### config.mk
export PLATFORM = sky130hd
export DESIGN_NAME = grm_ctrl
export DESIGN_NICKNAME = d
export VERILOG_FILES = /design/src/hdl/grm_pkg.sv /design/src/hdl/grm_ctrl.sv
export SDC_FILE = /design/constraint.sdc
export NUM_CORES = 1
export LEC_CHECK = 0
export BUFFER_PORTS_ARGS = -buffer_cell sky130_fd_sc_hd__buf_2
export CAP_MARGIN = 20
export CORE_AREA = 2 2 127 154
export DETAILED_ROUTE_END_ITERATION = 12
export DIE_AREA = 0 0 129 156
export GPL_TIMING_DRIVEN = 0
export PLACE_DENSITY = 0.7
export SYNTH_ARGS = -nofsm -noshare
export SYNTH_HDL_FRONTEND = slang
export SYNTH_SLANG_ARGS = --single-unit
### constraint.sdc
create_clock -name clk -period 4.4 [get_ports clk]
set_clock_uncertainty 0.1 [all_clocks]
set_input_delay 0 -clock clk [delete_from_list [all_inputs] [get_ports clk]]
set_output_delay 0 -clock clk [all_outputs]
set_load 0.01 [all_outputs]
### src/hdl/grm_pkg.sv
// ---------------------------------------------------------------------------
// grm_pkg
// Shared types and constants for the grid region merge block.
// ---------------------------------------------------------------------------
package grm_pkg;

  localparam int LABEL_W   = 10;
  localparam int COUNT_W   = 11;
  localparam int COORD_W   = 6;
  localparam int CFG_W     = 7;
  localparam int STATUS_W  = 2;
  localparam int CFG_IDX_W = 1;

  localparam int GRID_SIDE_DEF = 64;

  localparam logic [LABEL_W-1:0] LABEL_MAX      = 10'd1023;
  localparam logic [COUNT_W-1:0] COUNT_MAX      = 11'd2047;
  localparam logic [CFG_W-1:0]   CFG_SIDE_RESET = 7'd63;

  // result status codes
  localparam logic [STATUS_W-1:0] ST_CARVED = 2'd0;
  localparam logic [STATUS_W-1:0] ST_JOINED = 2'd1;
  localparam logic [STATUS_W-1:0] ST_WALL   = 2'd2;

  // configuration register indexes
  localparam logic [CFG_IDX_W-1:0] CFG_ROWS = 1'd0;
  localparam logic [CFG_IDX_W-1:0] CFG_COLS = 1'd1;

  typedef struct packed {
    logic [STATUS_W-1:0] status;
    logic [LABEL_W-1:0]  kept;
    logic [LABEL_W-1:0]  dropped;
    logic [COUNT_W-1:0]  regions;
  } res_t;

endpackage

### src/hdl/grm_ctrl.sv
// ---------------------------------------------------------------------------
// grm_ctrl
// Sequencer: renumber sweep, neighbor probe, merge decision, relabel sweep.
// ---------------------------------------------------------------------------
module grm_ctrl import grm_pkg::*; #(
  parameter int GRID_SIDE = GRID_SIDE_DEF,
  localparam int CW = $clog2(GRID_SIDE),
  localparam int AW = 2 * CW
) (
  input  logic               clk,
  input  logic               rst_n,
  input  logic               in_valid,
  output logic               in_ready,
  input  logic [COORD_W-1:0] in_wall_row,
  input  logic [COORD_W-1:0] in_wall_col,
  input  logic               in_restart,
  input  logic [CFG_W-1:0]   grid_rows,
  input  logic [CFG_W-1:0]   grid_cols,
  output logic               res_valid,
  input  logic               res_ready,
  output res_t               res,
  output logic               ram_we,
  output logic [AW-1:0]      ram_waddr,
  output logic [LABEL_W-1:0] ram_wdata,
  output logic               ram_re,
  output logic [AW-1:0]      ram_raddr,
  input  logic [LABEL_W-1:0] ram_rdata
);

  localparam int SW  = $clog2(GRID_SIDE + 1);
  localparam int XW  = ((SW > 7) ? SW : 7) + 1;
  localparam logic [XW-1:0] SIDE_X = XW'(GRID_SIDE);
  localparam logic [CW-1:0] LAST_IDX = CW'(GRID_SIDE - 1);

  localparam logic [2:0] S_IDLE  = 3'd0;
  localparam logic [2:0] S_INIT  = 3'd1;
  localparam logic [2:0] S_PROBE = 3'd2;
  localparam logic [2:0] S_CHK   = 3'd3;
  localparam logic [2:0] S_SWEEP = 3'd4;
  localparam logic [2:0] S_DRAIN = 3'd5;
  localparam logic [2:0] S_DONE  = 3'd6;

  logic [2:0]          state_r, state_nxt;
  logic [COORD_W-1:0]  row_r, row_nxt, col_r, col_nxt;
  logic [SW-1:0]       rows_r, rows_nxt, cols_r, cols_nxt;
  logic [CW-1:0]       ir_r, ir_nxt, jc_r, jc_nxt;
  logic [2:0]          k_r, k_nxt;
  logic [LABEL_W-1:0]  nb_r [4];
  logic [LABEL_W-1:0]  nb_nxt [4];
  logic [STATUS_W-1:0] status_r, status_nxt;
  logic [LABEL_W-1:0]  lo_r, lo_nxt, hi_r, hi_nxt;
  logic [LABEL_W-1:0]  next_r, next_nxt;
  logic [COUNT_W-1:0]  cnt_r, cnt_nxt;
  logic                s1_vld_r, s1_vld_nxt;
  logic [AW-1:0]       s1_addr_r, s1_addr_nxt;

  logic [XW-1:0] rx, cx, rows_x, cols_x, ix, jx, nr, nc;
  logic [XW-1:0] rows_in, cols_in;
  logic          carvable, init_cell, init_last, sw_row_last, sw_col_last;
  logic          ab_ok, ud_ok, ab_diff, ud_diff;
  logic [LABEL_W-1:0] pa, pb, m_lo, m_hi;

  assign rx     = XW'(row_r);
  assign cx     = XW'(col_r);
  assign rows_x = XW'(rows_r);
  assign cols_x = XW'(cols_r);
  assign ix     = XW'(ir_r);
  assign jx     = XW'(jc_r);

  assign rows_in = (XW'(grid_rows) > SIDE_X) ? SIDE_X : XW'(grid_rows);
  assign cols_in = (XW'(grid_cols) > SIDE_X) ? SIDE_X : XW'(grid_cols);

  assign carvable = (rx >= XW'(1)) && (rx + XW'(2) <= rows_x) &&
                    (cx >= XW'(1)) && (cx + XW'(2) <= cols_x) &&
                    (row_r[0] ^ col_r[0]);
  assign init_cell = (ix >= XW'(1)) && (ix + XW'(2) <= rows_x) &&
                     (jx >= XW'(1)) && (jx + XW'(2) <= cols_x) &&
                     ir_r[0] && jc_r[0];
  assign init_last   = (ir_r == LAST_IDX) && (jc_r == LAST_IDX);
  assign sw_col_last = (jx == cols_x - XW'(2));
  assign sw_row_last = (ix == rows_x - XW'(2));

  // probe order: left, right, up, down
  always_comb begin
    case (k_r)
      3'd0: begin
        nr = rx;
        nc = cx - XW'(1);
      end
      3'd1: begin
        nr = rx;
        nc = cx + XW'(1);
      end
      3'd2: begin
        nr = rx - XW'(1);
        nc = cx;
      end
      default: begin
        nr = rx + XW'(1);
        nc = cx;
      end
    endcase
  end

  assign ab_ok   = (nb_r[0] != '0) && (nb_r[1] != '0);
  assign ud_ok   = (nb_r[2] != '0) && (nb_r[3] != '0);
  assign ab_diff = ab_ok && (nb_r[0] != nb_r[1]);
  assign ud_diff = ud_ok && (nb_r[2] != nb_r[3]);
  assign pa      = ab_diff ? nb_r[0] : nb_r[2];
  assign pb      = ab_diff ? nb_r[1] : nb_r[3];
  assign m_lo    = (pa < pb) ? pa : pb;
  assign m_hi    = (pa < pb) ? pb : pa;

  always_comb begin
    state_nxt   = state_r;
    row_nxt     = row_r;
    col_nxt     = col_r;
    rows_nxt    = rows_r;
    cols_nxt    = cols_r;
    ir_nxt      = ir_r;
    jc_nxt      = jc_r;
    k_nxt       = k_r;
    nb_nxt      = nb_r;
    status_nxt  = status_r;
    lo_nxt      = lo_r;
    hi_nxt      = hi_r;
    next_nxt    = next_r;
    cnt_nxt     = cnt_r;
    s1_vld_nxt  = s1_vld_r;
    s1_addr_nxt = s1_addr_r;
    ram_we      = 1'b0;
    ram_waddr   = {ir_r, jc_r};
    ram_wdata   = '0;
    ram_re      = 1'b0;
    ram_raddr   = {nr[CW-1:0], nc[CW-1:0]};

    case (state_r)
      S_IDLE: begin
        if (in_valid) begin
          row_nxt  = in_wall_row;
          col_nxt  = in_wall_col;
          rows_nxt = rows_in[SW-1:0];
          cols_nxt = cols_in[SW-1:0];
          k_nxt    = 3'd0;
          ir_nxt   = '0;
          jc_nxt   = '0;
          if (in_restart) begin
            next_nxt  = '0;
            cnt_nxt   = '0;
            state_nxt = S_INIT;
          end else begin
            state_nxt = S_PROBE;
          end
        end
      end
      S_INIT: begin
        ram_we    = 1'b1;
        ram_waddr = {ir_r, jc_r};
        if (init_cell) begin
          ram_wdata = (next_r < LABEL_MAX) ? next_r + LABEL_W'(1) : next_r;
          next_nxt  = ram_wdata;
          if (cnt_r < COUNT_MAX) begin
            cnt_nxt = cnt_r + COUNT_W'(1);
          end
        end
        if (jc_r == LAST_IDX) begin
          jc_nxt = '0;
          ir_nxt = ir_r + CW'(1);
        end else begin
          jc_nxt = jc_r + CW'(1);
        end
        if (init_last) begin
          state_nxt = S_PROBE;
        end
      end
      S_PROBE: begin
        if (!carvable) begin
          status_nxt = ST_WALL;
          lo_nxt     = '0;
          hi_nxt     = '0;
          state_nxt  = S_DONE;
        end else begin
          ram_re = (k_r != 3'd4);
          if (k_r != 3'd0) begin
            nb_nxt[k_r[1:0] - 2'd1] = ram_rdata;
          end
          if (k_r == 3'd4) begin
            k_nxt     = 3'd0;
            state_nxt = S_CHK;
          end else begin
            k_nxt = k_r + 3'd1;
          end
        end
      end
      S_CHK: begin
        if (ab_diff || ud_diff) begin
          status_nxt = ST_CARVED;
          lo_nxt     = m_lo;
          hi_nxt     = m_hi;
          ram_we     = 1'b1;
          ram_waddr  = {rx[CW-1:0], cx[CW-1:0]};
          ram_wdata  = m_lo;
          if (cnt_r != '0) begin
            cnt_nxt = cnt_r - COUNT_W'(1);
          end
          ir_nxt    = CW'(1);
          jc_nxt    = CW'(1);
          state_nxt = S_SWEEP;
        end else begin
          status_nxt = (ab_ok || ud_ok) ? ST_JOINED : ST_WALL;
          lo_nxt     = '0;
          hi_nxt     = '0;
          state_nxt  = S_DONE;
        end
      end
      S_SWEEP, S_DRAIN: begin
        // read one entry per cycle, rewrite the one read the cycle before if it holds hi
        if (s1_vld_r && (ram_rdata == hi_r)) begin
          ram_we    = 1'b1;
          ram_waddr = s1_addr_r;
          ram_wdata = lo_r;
        end
        if (state_r == S_SWEEP) begin
          ram_re      = 1'b1;
          ram_raddr   = {ir_r, jc_r};
          s1_vld_nxt  = 1'b1;
          s1_addr_nxt = {ir_r, jc_r};
          if (sw_col_last) begin
            jc_nxt = CW'(1);
            ir_nxt = ir_r + CW'(1);
            if (sw_row_last) begin
              state_nxt = S_DRAIN;
            end
          end else begin
            jc_nxt = jc_r + CW'(1);
          end
        end else begin
          s1_vld_nxt = 1'b0;
          state_nxt  = S_DONE;
        end
      end
      S_DONE: begin
        if (res_ready) begin
          state_nxt = S_IDLE;
        end
      end
      default: begin
        state_nxt = S_IDLE;
      end
    endcase
  end

  always_ff @(posedge clk) begin
    if (!rst_n) begin
      state_r  <= S_IDLE;
      s1_vld_r <= 1'b0;
      cnt_r    <= '0;
    end else begin
      state_r  <= state_nxt;
      s1_vld_r <= s1_vld_nxt;
      cnt_r    <= cnt_nxt;
    end
  end

  always_ff @(posedge clk) begin
    row_r     <= row_nxt;
    col_r     <= col_nxt;
    rows_r    <= rows_nxt;
    cols_r    <= cols_nxt;
    ir_r      <= ir_nxt;
    jc_r      <= jc_nxt;
    k_r       <= k_nxt;
    nb_r      <= nb_nxt;
    status_r  <= status_nxt;
    lo_r      <= lo_nxt;
    hi_r      <= hi_nxt;
    next_r    <= next_nxt;
    s1_addr_r <= s1_addr_nxt;
  end

  assign in_ready    = (state_r == S_IDLE);
  assign res_valid   = (state_r == S_DONE);
  assign res.status  = status_r;
  assign res.kept    = lo_r;
  assign res.dropped = hi_r;
  assign res.regions = cnt_r;

endmodule

==> impl_metrics.csv, run 1 <==
group,metric,value,unit
hold_path,hold_path_class,"in -> reg",
sta,layout_setup_ws,-211,ps
placement,place_hpwl,18600,um
global_route,grt_pass1_vias,7955,
cells_and_area,antennaDiodeCount,0,
sta,fin_crit_sh,1.05,
global_route,grt-ovfl-total,0,
die,die_y,156,um
power_and_ir_drop,pwr_density_cell,530,nW/um2
cells_and_area,area_growth,30.2,%
yosys,synth-edff-count,125,
sta,fmax,0.217,GHz
yosys,synth_area,9220,um2
clock_network,htreeDepth,4,
outcome,status,"finished, violations left",
route,drc,0,
route,ant_nets,0,
placement,place_congestion,0.952,
yosys,ys_ff_latch,140,
critical_path,crit_fanout,8,
route,dr.first_iter.drc_count,671,
yosys,yosysTopAreaCellShare,0.407,
route,wire_per_inst,19.3,um
global_route,grt_max_degree,27,
die,die-area,20100,um2
placement,io_buffers,110,
placement,place_area,10200,um2
route,vias,8187,
cells_and_area,final_nets,1255,
die,rows,55,
power_and_ir_drop,finalPower,6.36,mW
yosys,synthArstFlopShare,0,
global_route,grt_pass1_wl,40200,um
route,routed_wl,27200,um
yosys,synthCells,917,
power_and_ir_drop,p_leak,4.92,nW
outcome,failed_checks,"setup timing",
sta,holdWs,13.5,ps
sta,finalSetupTns,-1930,ps
cells_and_area,drive_above_1_share,0.236,
die,coreArea,18600,um2
sta,setup_viol,10,
cells_and_area,fin_area,12000,um2
sta,tightest_slew,1240,ps
yosys,yosysWarnings,0,
clock_network,clk_pin_slew,70,ps
clock_network,clock_path_buffers,2,
yosys,synth.area.top_cells,"edfxtp_1, ha_1, xnor2_1",
cells_and_area,final_common_cell,"edfxtp_1",
clock_network,cts_tree,"done",
sta,finalHoldViolCount,0,
yosys,synth-seq-area-share,0.440,
clock_network,clk_latency,440,ps
sta,rsz0062_at_grt,"true",
clock_network,cts_buffers,17,
global_route,track_usage,0.261,
critical_path,cp_data_required_time,4300,ps
die,die_x,129,um
critical_path,worstSetupPathType,"reg -> out",
die,boundaryPins,112,
cells_and_area,final_cell_mix,"edfxtp_1, buf_2, nor2_1, ha_1, nand2_1",
die,start_util,0.494,
sta,slew_headroom,0.175,
route,drtPass1Iterations,5,
critical_path,start_kind,"flop",
yosys,yosysTopAreaCell,"edfxtp_1",
clock_network,cts-root-buf,"clkbuf_16",
yosys,synth_flop_cell,"edfxtp_1",
clock_network,clkSinkCount,140,
yosys,synth_cell_type_count,58,
yosys,synth_nets,1032,
critical_path,worst-endpoint-arrival,4510,ps
sta,finalMaxSlewViolations,0,
sta,period_needed,4610,ps
route,routed_via_density,5.81,
cells_and_area,utilization,0.644,
yosys,post_synth.cell_area_avg,10.1,um2
power_and_ir_drop,ir_drop,0.000325,V
flow_run,maxCapViolCount,0,
global_route,antenna_found_initial,0,
critical_path,crit_path_end_kind,"output port",
layer usage:
metal,part of all wire,vias to the layer above,GRT usage
met5,0,-,0
met4,0.041,0,0.114
met3,0.053,81,0.0449
met2,0.51,350,0.463
met1,0.40,3919,0.308
li1,-,3837,-
synthesized netlist by cell type (3+ instances only):
cell,n
clkbuf_1,29
a21o_1,8
o22a_1,3
a221o_1,12
xnor2_1,40
o21a_1,6
buf_2,9
nor2b_1,27
edfxtp_1,125
nor4_1,21
a221oi_1,6
mux2i_1,23
o21ai_0,49
dfxtp_1,15
nor2_1,87
o31ai_1,9
or4_1,5
ha_1,73
nand3_1,41
xor2_1,37
nand4_1,18
and3_1,11
a31oi_1,6
nand2b_1,7
a21oi_1,37
inv_1,49
o22ai_1,5
nand3b_1,3
o211ai_1,3
and4_1,4
nor3_1,17
and2_1,6
nand2_1,60
buf_1,4
a211oi_1,4
a22oi_1,10
mux2_2,20
path summary, 6_finish.rpt:
check             startpoint       endpoint  slack [ps]  depth (start not counted)
setup reg to reg    nb_r[36]        hi_r[6]         110                         16
hold reg to reg      ir_r[5]  s1_addr_r[11]         350                          0
setup / recovery    nb_r[36]   ram_wdata[4]        -210                         17
hold / removal    in_restart     state_r[0]          10                          4
flip-flops by register name (all words and copies together), names as in the netlist, 7 cells and up:
| signal | count |
|---|---|
| rows_r | 7 |
| lo_r | 10 |
| cnt_r | 11 |
| cols_r | 7 |
| next_r | 10 |
| hi_r | 10 |
| s1_addr_r | 12 |
| nb_r | 40 |
timing repair:
action,4_1_cts,5_1_grt
pin swaps,10,15
setup buffers,18,17
endpoints found under the setup margin,30,11
resized for setup,52,37
hold buffers,49,0
endpoints found under the hold margin,71,0
cloned,1,0
cell type report:
class | instances | area [um2]
sequential | 140 | 4050
tap | 256 | 320
buffer | 42 | 196
fill | 1472 | 6640
multi-input combinational | 686 | 5200
timing repair buffer | 204 | 1410
clock buffer | 18 | 429
clock inverter | 14 | 206
inverter | 49 | 184
logic make-up (layout without fill, tap and decap cells):
kind of cell / Yosys count / in the layout / synth area share
multiplexers: 43 / 43 / 0.0494
XOR/XNOR: 77 / 77 / 0.0732
AND/OR/NAND/NOR: 314 / 314 / 0.169
adder cells (fa/ha/maj): 76 / 76 / 0.103
buffers and inverters: 91 / 327 / 0.0383
flip-flops: 140 / 140 / 0.440
AO/OA/AOI/OAI: 176 / 176 / 0.127
report_power, final:
part           internal, mW  total (mW)  switching (mW)  leakage, nW
logic                  1.07        2.77            1.70         3.33
registers              1.82        2.03           0.214         1.29
clock network         0.960        1.56           0.600        0.300
critical path, stage by stage (launching register included):
cell      delay [ps]
edfxtp_1         530
nor4_4           460
nand3_1          150
nand2_2          150
nor2_4            80
buf_8            170
mux2i_4          210
inv_1            130
ha_4             310
and4_4           270
nand2_4           60
or4_4            480
o311a_4          140
o41ai_4           90
buf_4            240
mux2_4           340
o21ai_2          110
buf_2            140
metrics by stage:
| step | cells | worst slack (ps) |
|---|---|---|
| after floorplan | 917 | 253 |
| after global placement | 1283 | -620 |
| after detailed placement | 1290 | -520 |
| after CTS | 1390 | 1.93 |
| after global routing | 1409 | -359 |
| final | 1409 | -211 |
Power figures use the tool's default switching activity.
==> run 2, diff against run 1 <==
--- a/config.mk
+++ b/config.mk
@@ -12,6 +12,7 @@
 export DIE_AREA = 0 0 129 156
 export GPL_TIMING_DRIVEN = 0
 export PLACE_DENSITY = 0.7
+export REMOVE_ABC_BUFFERS = 1
 export SYNTH_ARGS = -nofsm -noshare
 export SYNTH_HDL_FRONTEND = slang
 export SYNTH_SLANG_ARGS = --single-unit
==> impl_metrics.csv, run 2 (synthesis results as in run 1) <==
group,metric,value,unit
outcome,status,"finished, violations left",
outcome,failed_checks,"setup timing",
global_route,grt_max_degree,27,
cells_and_area,fin_cells,1358,
sta,finalHoldViolCount,0,
power_and_ir_drop,ir_drop,0.000417,V
critical_path,timing.rr.end,"hi_r[8]",
sta,period_needed,4580,ps
route,vias,7891,
critical_path,worstSetupPathType,"reg -> out",
critical_path,reg2reg_from,"nb_r[37]",
route,routed_via_density,5.81,
clock_network,clkSinkCount,140,
die,die_y,156,um
hold_path,hold_path_class,"in -> reg",
die,die-area,20100,um2
critical_path,r2r_slack,100,ps
critical_path,cp_data_required_time,4300,ps
die,start_util,0.494,
placement,place_congestion,0.919,
critical_path,crit_fanout,6,
cells_and_area,top_regs,"nb_r x40, s1_addr_r x12, cnt_r x11",
critical_path,worst-endpoint-arrival,4480,ps
die,rows,55,
hold_path,whs_endpoint,"state_r[0]",
route,dr.first_iter.drc_count,592,
route,drc,0,
cells_and_area,final_nets,1204,
placement,io_buffers,111,
power_and_ir_drop,p_leak,4.76,nW
route,wire_per_inst,18.8,um
global_route,track_usage,0.250,
flow_run,maxCapViolCount,0,
global_route,grt-ovfl-total,0,
critical_path,crit_path_end_kind,"output port",
placement,place_ws,-626,ps
clock_network,cts_buffers,17,
global_route,grt_pass1_wl,39000,um
placement,place_hpwl,17900,um
critical_path,rr_worst_depth,20,
clock_network,cts-root-buf,"clkbuf_16",
sta,setup_viol,10,
sta,slew_headroom,0.247,
cells_and_area,drive_above_1_share,0.228,
hold_path,min_from,"in_restart",
cells_and_area,utilization,0.623,
route,routed_wl,25500,um
die,die_x,129,um
cells_and_area,regMostFlops,"nb_r",
cells_and_area,area_growth,26.1,%
sta,fin_crit_sh,1.04,
route,ant_nets,0,
route,drtPass1Iterations,5,
sta,tightest_slew,1130,ps
sta,fmax,0.218,GHz
sta,rsz0062_at_grt,"true",
sta,holdWs,33.4,ps
clock_network,clock_path_buffers,2,
sta,finalSetupTns,-1400,ps
cells_and_area,fin_area,11600,um2
critical_path,start_kind,"flop",
cells_and_area,final_cell_mix,"edfxtp_1, buf_2, nor2_1, ha_1, nand2_1",
sta,finalMaxSlewViolations,0,
cells_and_area,antennaDiodeCount,0,
cells_and_area,largest_register_ffs,40,
die,boundaryPins,112,
die,coreArea,18600,um2
global_route,grt_pass1_vias,7573,
sta,layout_setup_ws,-181,ps
global_route,antenna_found_initial,0,
placement,place_area,10100,um2
placement,dp.cells,1257,
clock_network,htreeDepth,4,
power_and_ir_drop,pwr_density_cell,527,nW/um2
cells_and_area,final_common_cell,"edfxtp_1",
clock_network,clk_latency,430,ps
clock_network,clk_pin_slew,60,ps
clock_network,cts_tree,"done",
hold_path,hold_path_depth,4,
power_and_ir_drop,finalPower,6.13,mW
run 2: changes by cell type in the layout (fill, tap and decap cells not counted), sizes merged:
cell,before,now
buf,169,158
inv,54,50
dlygate4sd3,49,37
clkinv,2,7
clkbuf,46,19
bufinv,4,2
run 2: power breakdown:
| part | switching (mW) | internal, mW | total, mW | leakage [nW] |
|---|---|---|---|---|
| combinational | 1.46 | 1.04 | 2.50 | 3.21 |
| clock | 0.575 | 0.826 | 1.40 | 0.263 |
| sequential | 0.404 | 1.82 | 2.23 | 1.29 |
| total | 2.44 | 3.69 | 6.13 | 4.76 |
run 2: worst max-delay path by stage:
| stage | endpoint | slack, ps | from |
|---|---|---|---|
| floorplan | lo_r[0] | -1780 | nb_r[20] |
| global placement | ram_wdata[1] | -3490 | nb_r[33] |
| detailed placement | ram_wdata[8] | -630 | nb_r[33] |
| CTS | ram_wdata[3] | -20 | nb_r[28] |
| global route | ram_wdata[3] | -360 | nb_r[20] |
| finish | ram_wdata[0] | -180 | nb_r[37] |
run 2: layout make-up:
class	count	area, um2
clock buffers	19	433
clock inverters	13	125
fillers	1506	7020
inverters	49	184
multi-input cells	686	5130
flip-flops and latches	140	4050
well taps	256	320
repair buffers	195	1380
run 2: repair_timing:
item	CTS	global route
endpoints found under the hold margin	81	0
buffers inserted	16	14
gates cloned	1	0
hold buffers	37	0
resized for setup	55	12
pin swaps	9	6
setup endpoints to repair	30	10
run 2: critical path, cell delays in order, from the launching register on:
cell	delay (ps)
edfxtp_1	450
buf_4	180
nor4_4	290
nand3_1	150
nand2_2	180
nor2_4	100
buf_12	170
mux2i_4	230
inv_2	80
ha_4	290
a21oi_4	50
maj3_2	290
or4_1	400
o311a_1	170
o41ai_4	70
buf_4	200
mux2_2	390
o21ai_1	180
buf_2	170
run 2: routing by layer:
layer,share of wire,up-vias,track usage
met4,0.038,0,0.111
met2,0.50,348,0.440
met1,0.41,3738,0.301
li1,-,3734,-
met5,0,-,0
met3,0.057,71,0.0377
